<file path="src/sv/ihs_pkg.sv">
// shared types, signatures and helpers for the image header size sniffer
`timescale 1ns / 1ps

package ihs_pkg;

    typedef enum logic [1:0] {
        FMT_UNKNOWN = 2'd0,
        FMT_JPEG    = 2'd1,
        FMT_PNG     = 2'd2,
        FMT_GIF     = 2'd3
    } t_format;

    typedef enum logic [1:0] {
        PH_SEARCH   = 2'd0,
        PH_CAPTURE  = 2'd1,
        PH_PNG_TAIL = 2'd2,
        PH_DONE     = 2'd3
    } t_phase;

    typedef struct packed {
        t_format     format;
        logic        size_found;
        logic [31:0] width;
        logic [31:0] height;
    } t_result;

    // signatures, left aligned, first byte in the top bits
    localparam logic [63:0] SIG_JPG  = 64'hFFD8_0000_0000_0000;
    localparam logic [63:0] SIG_JPG2 = 64'hFFD9_FFD8_0000_0000;
    localparam logic [63:0] SIG_PNG  = 64'h8950_4E47_0D0A_1A0A;
    localparam logic [63:0] SIG_GIF  = 64'h4749_4638_3961_0000;

    localparam logic [3:0] LEN_JPG  = 4'd2;
    localparam logic [3:0] LEN_JPG2 = 4'd4;
    localparam logic [3:0] LEN_PNG  = 4'd8;
    localparam logic [3:0] LEN_GIF  = 4'd6;

    localparam logic [7:0]  MARKER_PREFIX = 8'hFF;
    localparam logic [7:0]  MARKER_SOF0   = 8'hC0;
    localparam logic [31:0] CHUNK_IHDR    = 32'h4948_4452;

    localparam logic [3:0] POS_MAX     = 4'd15;
    localparam logic [3:0] GIF_MIN_LEN = 4'd10;

    // flag bits
    localparam int F_JPG  = 0;
    localparam int F_JPG2 = 1;
    localparam int F_PNG  = 2;
    localparam int F_GIF  = 3;

    function automatic logic [7:0] sig_byte(input logic [63:0] sig, input logic [2:0] idx);
        return sig[8*(7-idx) +: 8];
    endfunction

    function automatic t_format settled_format(input logic [3:0] flags,
                                               input logic [3:0] count);
        t_format f;
        f = FMT_UNKNOWN;
        if (flags[F_JPG] && count >= LEN_JPG) begin
            f = FMT_JPEG;
        end else if (flags[F_JPG2] && count >= LEN_JPG2) begin
            f = FMT_JPEG;
        end else if (flags[F_PNG] && count >= LEN_PNG) begin
            f = FMT_PNG;
        end else if (flags[F_GIF] && count >= LEN_GIF) begin
            f = FMT_GIF;
        end
        return f;
    endfunction

endpackage

</file>
<file path="src/sv/ihs_byte_if.sv">
// byte stream channel: one file byte and its last flag
`timescale 1ns / 1ps

interface ihs_byte_if;
    logic       valid;
    logic       ready;
    logic [7:0] data_byte;
    logic       last;

    modport source (output valid, output data_byte, output last, input ready);
    modport sink   (input valid, input data_byte, input last, output ready);
endinterface

</file>
<file path="src/sv/ihs_result_if.sv">
// result channel: detected format and image size
`timescale 1ns / 1ps

interface ihs_result_if;
    logic        valid;
    logic        ready;
    logic [1:0]  format;
    logic        size_found;
    logic [31:0] width;
    logic [31:0] height;

    modport source (output valid, output format, output size_found, output width,
                    output height, input ready);
    modport sink   (input valid, input format, input size_found, input width,
                    input height, output ready);
endinterface

</file>
<file path="src/sv/ihs_parser.sv">
// per-byte signature match and size field capture
`timescale 1ns / 1ps

module ihs_parser (
    input  logic             i_clk,
    input  logic             i_rst_n,
    input  logic             i_accept,
    input  logic [7:0]       i_data_byte,
    input  logic             i_last,
    output ihs_pkg::t_result o_result
);
    import ihs_pkg::*;

    logic [3:0]  r_pos,     n_pos;
    logic [3:0]  r_flags,   n_flags;
    logic [23:0] r_recent,  n_recent;
    logic [3:0]  r_count,   n_count;
    t_phase      r_phase,   n_phase;
    logic [31:0] r_width,   n_width;
    logic [31:0] r_height,  n_height;

    t_format     fmt;
    t_format     res_fmt;
    logic        found;

    always_comb begin
        n_pos    = (r_pos != POS_MAX) ? r_pos + 4'd1 : r_pos;
        n_flags  = r_flags;
        n_recent = {r_recent[15:0], i_data_byte};
        n_count  = r_count;
        n_phase  = r_phase;
        n_width  = r_width;
        n_height = r_height;

        fmt = settled_format(r_flags, r_pos);

        if (r_pos < LEN_JPG && i_data_byte != sig_byte(SIG_JPG, r_pos[2:0])) begin
            n_flags[F_JPG] = 1'b0;
        end
        if (r_pos < LEN_JPG2 && i_data_byte != sig_byte(SIG_JPG2, r_pos[2:0])) begin
            n_flags[F_JPG2] = 1'b0;
        end
        if (r_pos < LEN_PNG && i_data_byte != sig_byte(SIG_PNG, r_pos[2:0])) begin
            n_flags[F_PNG] = 1'b0;
        end
        if (r_pos < LEN_GIF && i_data_byte != sig_byte(SIG_GIF, r_pos[2:0])) begin
            n_flags[F_GIF] = 1'b0;
        end

        case (fmt)
            FMT_JPEG: begin
                if (r_phase == PH_SEARCH) begin
                    if (r_recent[7:0] == MARKER_PREFIX && i_data_byte == MARKER_SOF0) begin
                        n_phase = PH_CAPTURE;
                        n_count = 4'd0;
                    end
                end else if (r_phase == PH_CAPTURE) begin
                    // height at offsets 5..6, width at 7..8 from the ff
                    case (r_count)
                        4'd3: n_height = {16'd0, i_data_byte, 8'd0};
                        4'd4: n_height = {r_height[31:8], i_data_byte};
                        4'd5: n_width  = {16'd0, i_data_byte, 8'd0};
                        4'd6: begin
                            n_width = {r_width[31:8], i_data_byte};
                            n_phase = PH_DONE;
                        end
                        default: ;
                    endcase
                    n_count = r_count + 4'd1;
                end
            end
            FMT_PNG: begin
                if (r_phase == PH_SEARCH) begin
                    if ({r_recent, i_data_byte} == CHUNK_IHDR) begin
                        n_phase  = PH_CAPTURE;
                        n_count  = 4'd0;
                        n_width  = 32'd0;
                        n_height = 32'd0;
                    end
                end else if (r_phase == PH_CAPTURE) begin
                    if (r_count < 4'd4) begin
                        n_width = {r_width[23:0], i_data_byte};
                    end else begin
                        n_height = {r_height[23:0], i_data_byte};
                    end
                    if (r_count >= 4'd7) begin
                        n_phase = PH_PNG_TAIL;
                    end
                    n_count = r_count + 4'd1;
                end else if (r_phase == PH_PNG_TAIL) begin
                    n_phase = PH_DONE;
                end
            end
            FMT_GIF: begin
                // little-endian fields at bytes 6..9
                case (r_pos)
                    4'd6: n_width  = {24'd0, i_data_byte};
                    4'd7: n_width  = {16'd0, i_data_byte, r_width[7:0]};
                    4'd8: n_height = {24'd0, i_data_byte};
                    4'd9: n_height = {16'd0, i_data_byte, r_height[7:0]};
                    default: ;
                endcase
            end
            default: ;
        endcase

        res_fmt = settled_format(n_flags, n_pos);
        case (res_fmt)
            FMT_JPEG, FMT_PNG: found = (n_phase == PH_DONE);
            FMT_GIF:           found = (n_pos >= GIF_MIN_LEN);
            default:           found = 1'b0;
        endcase

        o_result.format     = res_fmt;
        o_result.size_found = found;
        o_result.width      = found ? n_width  : 32'd0;
        o_result.height     = found ? n_height : 32'd0;
    end

    // the last byte of a file returns the parser to its reset state
    always_ff @(posedge i_clk) begin
        if (!i_rst_n || (i_accept && i_last)) begin
            r_pos    <= 4'd0;
            r_flags  <= 4'hF;
            r_recent <= 24'd0;
            r_count  <= 4'd0;
            r_phase  <= PH_SEARCH;
            r_width  <= 32'd0;
            r_height <= 32'd0;
        end else if (i_accept) begin
            r_pos    <= n_pos;
            r_flags  <= n_flags;
            r_recent <= n_recent;
            r_count  <= n_count;
            r_phase  <= n_phase;
            r_width  <= n_width;
            r_height <= n_height;
        end
    end

endmodule

</file>
<file path="src/sv/image_header_size_sniffer.sv">
// top level: image format and size detection over a byte stream
//
//   channel    dir   handshake      payload
//   i_byte     in    valid/ready    data_byte[7:0], last
//   o_result   out   valid/ready    format[1:0], size_found, width[31:0], height[31:0]
//
// one byte per cycle while i_byte is ready; the state update for a byte is a single combinational step
// a result is registered from the transaction carrying last and is valid in the cycle after it
// i_byte is ready while the result register is empty or being drained
// synchronous active-low reset clears the parser and the valid flag of the result register
`timescale 1ns / 1ps

module image_header_size_sniffer (
    input  logic                i_clk,
    input  logic                i_rst_n,
    ihs_byte_if.sink            i_byte,
    ihs_result_if.source        o_result
);
    import ihs_pkg::*;

    logic    in_accept;
    t_result step_result;
    logic    r_out_valid;
    t_result r_out;

    assign i_byte.ready = !r_out_valid || o_result.ready;
    assign in_accept    = i_byte.valid && i_byte.ready;

    ihs_parser u_parser (
        .i_clk       (i_clk),
        .i_rst_n     (i_rst_n),
        .i_accept    (in_accept),
        .i_data_byte (i_byte.data_byte),
        .i_last      (i_byte.last),
        .o_result    (step_result)
    );

    always_ff @(posedge i_clk) begin
        if (!i_rst_n) begin
            r_out_valid <= 1'b0;
        end else if (in_accept && i_byte.last) begin
            r_out_valid <= 1'b1;
        end else if (o_result.ready) begin
            r_out_valid <= 1'b0;
        end
    end

    always_ff @(posedge i_clk) begin
        if (in_accept && i_byte.last) begin
            r_out <= step_result;
        end
    end

    assign o_result.valid      = r_out_valid;
    assign o_result.format     = r_out.format;
    assign o_result.size_found = r_out.size_found;
    assign o_result.width      = r_out.width;
    assign o_result.height     = r_out.height;

    a_ready_when_empty: assert property (@(posedge i_clk) disable iff (!i_rst_n)
        !r_out_valid |-> i_byte.ready)
        else $error("input stalled with empty result register");

    a_result_after_last: assert property (@(posedge i_clk) disable iff (!i_rst_n)
        $rose(r_out_valid) |-> $past(in_accept && i_byte.last))
        else $error("result appeared without a last transaction");

    a_found_has_format: assert property (@(posedge i_clk) disable iff (!i_rst_n)
        (r_out_valid && r_out.size_found) |-> (r_out.format != FMT_UNKNOWN))
        else $error("size found for unknown format");

    a_missing_is_zero: assert property (@(posedge i_clk) disable iff (!i_rst_n)
        (r_out_valid && !r_out.size_found) |-> (r_out.width == 32'd0 && r_out.height == 32'd0))
        else $error("nonzero size reported without size_found");

endmodule
</file>
<file path="src/flat_wrapper.sv">
// flat-port wrapper written by rule: the top's interface ports become plain ports
module image_header_size_sniffer_flat import ihs_pkg::*;
  (i_clk, i_rst_n, i_byte_valid, i_byte_data_byte, i_byte_last, i_byte_ready, o_result_valid, o_result_format, o_result_size_found, o_result_width, o_result_height, o_result_ready);
  ihs_byte_if i_byte_i ();
  ihs_result_if o_result_i ();
  input  logic i_clk;
  input  logic i_rst_n;
  input wire logic [$bits(i_byte_i.valid)-1:0] i_byte_valid;
  input wire logic [$bits(i_byte_i.data_byte)-1:0] i_byte_data_byte;
  input wire logic [$bits(i_byte_i.last)-1:0] i_byte_last;
  output wire logic [$bits(i_byte_i.ready)-1:0] i_byte_ready;
  output wire logic [$bits(o_result_i.valid)-1:0] o_result_valid;
  output wire logic [$bits(o_result_i.format)-1:0] o_result_format;
  output wire logic [$bits(o_result_i.size_found)-1:0] o_result_size_found;
  output wire logic [$bits(o_result_i.width)-1:0] o_result_width;
  output wire logic [$bits(o_result_i.height)-1:0] o_result_height;
  input wire logic [$bits(o_result_i.ready)-1:0] o_result_ready;
  assign i_byte_i.valid = i_byte_valid;
  assign i_byte_i.data_byte = i_byte_data_byte;
  assign i_byte_i.last = i_byte_last;
  assign i_byte_ready = i_byte_i.ready;
  assign o_result_valid = o_result_i.valid;
  assign o_result_format = o_result_i.format;
  assign o_result_size_found = o_result_i.size_found;
  assign o_result_width = o_result_i.width;
  assign o_result_height = o_result_i.height;
  assign o_result_i.ready = o_result_ready;
  image_header_size_sniffer u_core (.i_clk(i_clk), .i_rst_n(i_rst_n), .i_byte(i_byte_i), .o_result(o_result_i));
endmodule
</file>
<file path="config.mk">
export PLATFORM = sky130hd
export DESIGN_NAME = image_header_size_sniffer_flat
export DESIGN_NICKNAME = d
export VERILOG_FILES = /design/src/sv/ihs_pkg.sv /design/src/sv/ihs_byte_if.sv /design/src/sv/ihs_result_if.sv /design/src/sv/ihs_parser.sv /design/src/sv/image_header_size_sniffer.sv /design/src/flat_wrapper.sv
export SDC_FILE = /design/constraint.sdc
export NUM_CORES = 1
export LEC_CHECK = 0
export ABC_AREA = 1
export BUFFER_PORTS_ARGS = -buffer_cell sky130_fd_sc_hd__clkbuf_2
export CAP_MARGIN = 20
export CORE_ASPECT_RATIO = 0.9
export CORE_MARGIN = 2
export CORE_UTILIZATION = 50
export DETAILED_ROUTE_END_ITERATION = 8
export GPL_TIMING_DRIVEN = 0
export PLACE_DENSITY = 0.71
export RECOVER_POWER = 25
export SLEW_MARGIN = 20
export SYNTH_ARGS = -nofsm -noshare
export SYNTH_HDL_FRONTEND = slang
export SYNTH_SLANG_ARGS = --single-unit
</file>
<file path="constraint.sdc">
create_clock -name i_clk -period 2.7 [get_ports i_clk]
set_input_delay 0.135 -clock i_clk [delete_from_list [all_inputs] [get_ports i_clk]]
set_output_delay 0.135 -clock i_clk [all_outputs]
set_load 0.02 [all_outputs]
</file>
==> run summary <==
- **Num CTS Buffers** 17
- **number of flip-flops and latches in the synthesized netlist** 170
- **CTS sink cnt** 170
- **arrival time worst endpoint** 3.14 ns
- **die height** 138 um
- **peak clock frequency supported by timing** 339 MHz
- **count of flip-flops with a built-in enable after synthesis** 67
- **Port Buffers** 74
- **overall routed net length** 33.0 mm
- **Psw** 2.24 mW
- **most instantiated cells after synthesis** nand2_1 (396), nor2_1 (144), inv_1 (139)
- **total inserted antenna cells** 0
- **Congestion Overflow GR** 0
- **most numerous cell on the critical path** nand2_2
- **Worst Slack Setup Final** -0.248 ns
- **slowest stage delay, CP** 0.43 ns
- **sequential fraction of design power** 0.426
- **Fin Setup TNS** -14.05 ns
- **slew margin rel.** 0.481
- **total die area** 21000 um^2
- **result of the run** complete, but fails checks
- **Power, Total** 6.74 mW
- **number of detailed-route iterations in the first pass** 6
- **clock group share of total power** 0.371
- **max-slew violation total from the final report** 0
- **cell count after placement** 1723
- **number of DRC violations after detailed-routing iteration 0** 1234
- **Worst-Margin Slew** 0.778 ns
- **clock tree from TritonCTS** built
- **dominant cells by area after synthesis** dfxtp_1 (21%), edfxtp_1 (20%), nand2_1 (15%), nor2_1 (5.5%), inv_1 (5.3%)
- **number of global-route vias before repair** 9123
- **global-route usage over all layers** 0.305
- **top-area cell type share of the netlist area** 0.208
- **Critical-path top delay cell** dfxtp_4
- **number of remaining DRC errors** 0
- **share of cells above drive strength 1** 0.156
- **largest net degree at the start of global routing** 64
- **Net Count, Synth** 1424
- **Max H-tree Level** 4
- **Via Count** 10195
- **final worst clock skew** 0.0115 ns
- **Post-DP HPWL** 22.5 mm
- **number of warning messages in the yosys log** 0
- **minimum clock period** 2.95 ns
- **violations in the final reports** setup timing
- **synthesized cell area** 9910 um^2
- **number of hold violations in the final report** 0
- **dominant cell by count in the synthesized netlist** nand2_1
- **number of max-capacitance violations reported** 0
- **Setup crit end kind** register
- **library cell occupying the most area in the post-synthesis netlist** dfxtp_1
- **portion of the clock cycle consumed by the worst path in the final layout** 1.09
- **sequential share of the synthesized area** 0.411
- **largest driver fanout on the critical path** 7
- **mean number of vias per cell** 5.69
- **antenna violations before repair** 0
- **average cell area after synthesis** 7.09 um^2
- **combinational group share of total power** 0.203
- **top-level port count** 82
- **switching share of power** 0.333
- **standard-cell row count** 48
- **ordered cell list for the critical path** inv_6 -> ha_4 -> nand2_2 -> nand2_2 -> nand2_1 -> a211oi_2 -> nand3_1 -> nand2_1 -> nand2_2 -> a21oi_4 -> ha_4 -> inv_2 -> nor2_1 -> nand3_1 -> nand2_2 -> nand2_4 -> buf_12 -> clkbuf_16 -> nor2_1
- **routability congestion estimate** 1.02
- **area growth from synthesis to layout** 20.5%
- **CTS Root Cell** clkbuf_16
- **data required time of the worst path** 2.89 ns
- **clock latency of the later-clocked register in the worst-skew pair** 0.44 ns
- **Net count, final** 1554
- **Leakage** 4.90 nW
- **buffers from clock root to sink, at most** 2
- **Crit Path Class** register to register
- **share of flip-flops with an asynchronous set or reset after synthesis** 0
- **internal portion of total power** 4.49 mW
- **clock-pin slew of the registers on the worst-case setup and hold paths** 0.08 ns
- **global-route wire length before repair** 50.0 mm
- **width of the die** 152 um
- **commonest register cell after synthesis** dfxtp_1
- **number of standard cells in the final layout excluding fillers** 1791
- **pwr/cell area** 564 nW/um^2
- **Setup violations, final** 65
- **highest ir drop seen on vdd** 0.000420 V
- **post-DR wirelength/cell** 18.4 um
- **min-delay worst type** input port to register
- **placement-stage worst setup slack** -0.828 ns
- **Setup crit start kind** register
- **synthesized netlist cell count** 1398
- **count of nets left with antenna violations after detail routing** 0
- **unrepaired setup endpoints after global routing** yes
- **area of the core** 19300 um^2
- **filler cell count** 1763
- **initial core utilization** 0.514
- **Yosys cell types** 43
## layer usage
| layer | vias up | track usage | part of all wire |
|---|---|---|---|
| met5 | - | 0 | 0 |
| met4 | 0 | 0.129 | 0.033 |
| met3 | 78 | 0.0563 | 0.095 |
| met2 | 551 | 0.454 | 0.43 |
| met1 | 4717 | 0.436 | 0.44 |
| li1 | 4849 | - | - |
## power by group through the flow
stage                     clock [mW]  sequential (mW)  combinational [mW]
final                           2.50             2.87                1.37
after global routing            2.60             2.88                1.49
after CTS                       2.51             2.86                1.27
after detailed placement           0             2.92                1.19
after global placement             0             2.92                1.17
after floorplan                    0             2.94               0.800
## cell families (layout without fill, tap and decap cells)
logic type	Yosys count	count (layout)	synth area share
and+or+nand+nor	724	724	0.318
DFF	170	170	0.411
AOI/OAI and AO/OA	265	265	0.154
adders and majority gates	13	13	0.0164
buffers and inverters	218	361	0.0935
xor gates and xnor gates	8	8	0.00707
## critical path, delay by kind of cell, from the launching register on
family | cells | cell delay [ns]
AOI/OAI and AO/OA | 2 | 0.39
buffers and inverters | 4 | 0.44
DFF | 1 | 0.43
adders and majority gates | 2 | 0.50
and+or+nand+nor | 11 | 0.90
## layout make-up
type	instances	area [um^2]	area share
multi-input cells	1010	5200	0.436
flip-flops and latches	170	4080	0.342
repair buffers	113	754	0.0632
inverters	147	577	0.0483
plain buffers	69	427	0.0357
clock buffers	17	425	0.0356
well taps	250	313	0.0262
clock inverters	15	156	0.0131
## cell usage in the layout (no fill, tap or decap), drive strengths merged
| cell type | synthesis | routed |
|---|---|---|
| nand2 | 401 | 401 |
| nor2 | 190 | 190 |
| inv | 141 | 149 |
| clkbuf | 33 | 131 |
| dfxtp | 103 | 103 |
| a21oi | 87 | 87 |
| o21ai | 81 | 81 |
| nand3 | 71 | 71 |
| edfxtp | 67 | 67 |
| buf | 38 | 67 |
| o22ai | 33 | 33 |
| a21boi | 32 | 32 |
| nand4 | 24 | 24 |
| nor3 | 16 | 16 |
| a31oi | 15 | 15 |
| ha | 13 | 13 |
| and3 | 11 | 11 |
| and2 | 9 | 9 |
| clkinv | 6 | 9 |
| xor2 | 8 | 8 |
| o211ai | 5 | 5 |
| a22oi | 4 | 4 |
| clkinvlp | 0 | 3 |
| o21a | 3 | 3 |
| a211oi | 3 | 3 |
| or2 | 1 | 1 |
| o31ai | 1 | 1 |
| nor4 | 1 | 1 |
| a211o | 1 | 1 |
| bufinv | 0 | 1 |
| dlygate4sd3 | 0 | 1 |
## registers in the layout, indices dropped and copies added, names as in the netlist
register	flops
u_core.o_result.format	2
u_core.o_result.height	32
u_core.o_result.size_found	1
u_core.o_result.valid	1
u_core.o_result.width	32
u_core.u_parser.r_count	4
u_core.u_parser.r_flags	4
u_core.u_parser.r_height	32
u_core.u_parser.r_phase	2
u_core.u_parser.r_pos	4
u_core.u_parser.r_recent	24
u_core.u_parser.r_width	32
## worst paths after layout
path              depth (start not counted)                            to                    startpoint  slack (ns)
setup / recovery                         19     u_core.o_result.width[25]      u_core.u_parser.r_pos[1]       -0.25
hold / removal                            3   u_core.u_parser.r_recent[7]           i_byte_data_byte[7]        0.06
setup reg to reg                         19     u_core.o_result.width[25]      u_core.u_parser.r_pos[1]       -0.25
hold reg to reg                           2  u_core.u_parser.r_recent[18]  u_core.u_parser.r_recent[18]        0.47
## timing repair
| action | CTS | global route |
|---|---|---|
| setup buffers | 20 | 10 |
| hold buffers | 1 | 0 |
| pin swaps | 11 | 24 |
| resized for setup | 70 | 59 |
| gates cloned | 2 | 5 |
| hold endpoints to repair | 1 | 0 |
| endpoints found under the setup margin | 65 | 105 |
## per-stage QoR
step | utilization | hold WS [ns] | cell area, um^2
final | 0.619 | 0.0551 | 11900
after global routing | 0.619 | 0.0546 | 11900
after CTS | 0.604 | 0.0463 | 11600
after detailed placement | 0.552 | 0.344 | 10600
after global placement | 0.550 | 0.345 | 10600
after floorplan | - | 0.233 | 9920
Power figures use the tool's default switching activity.
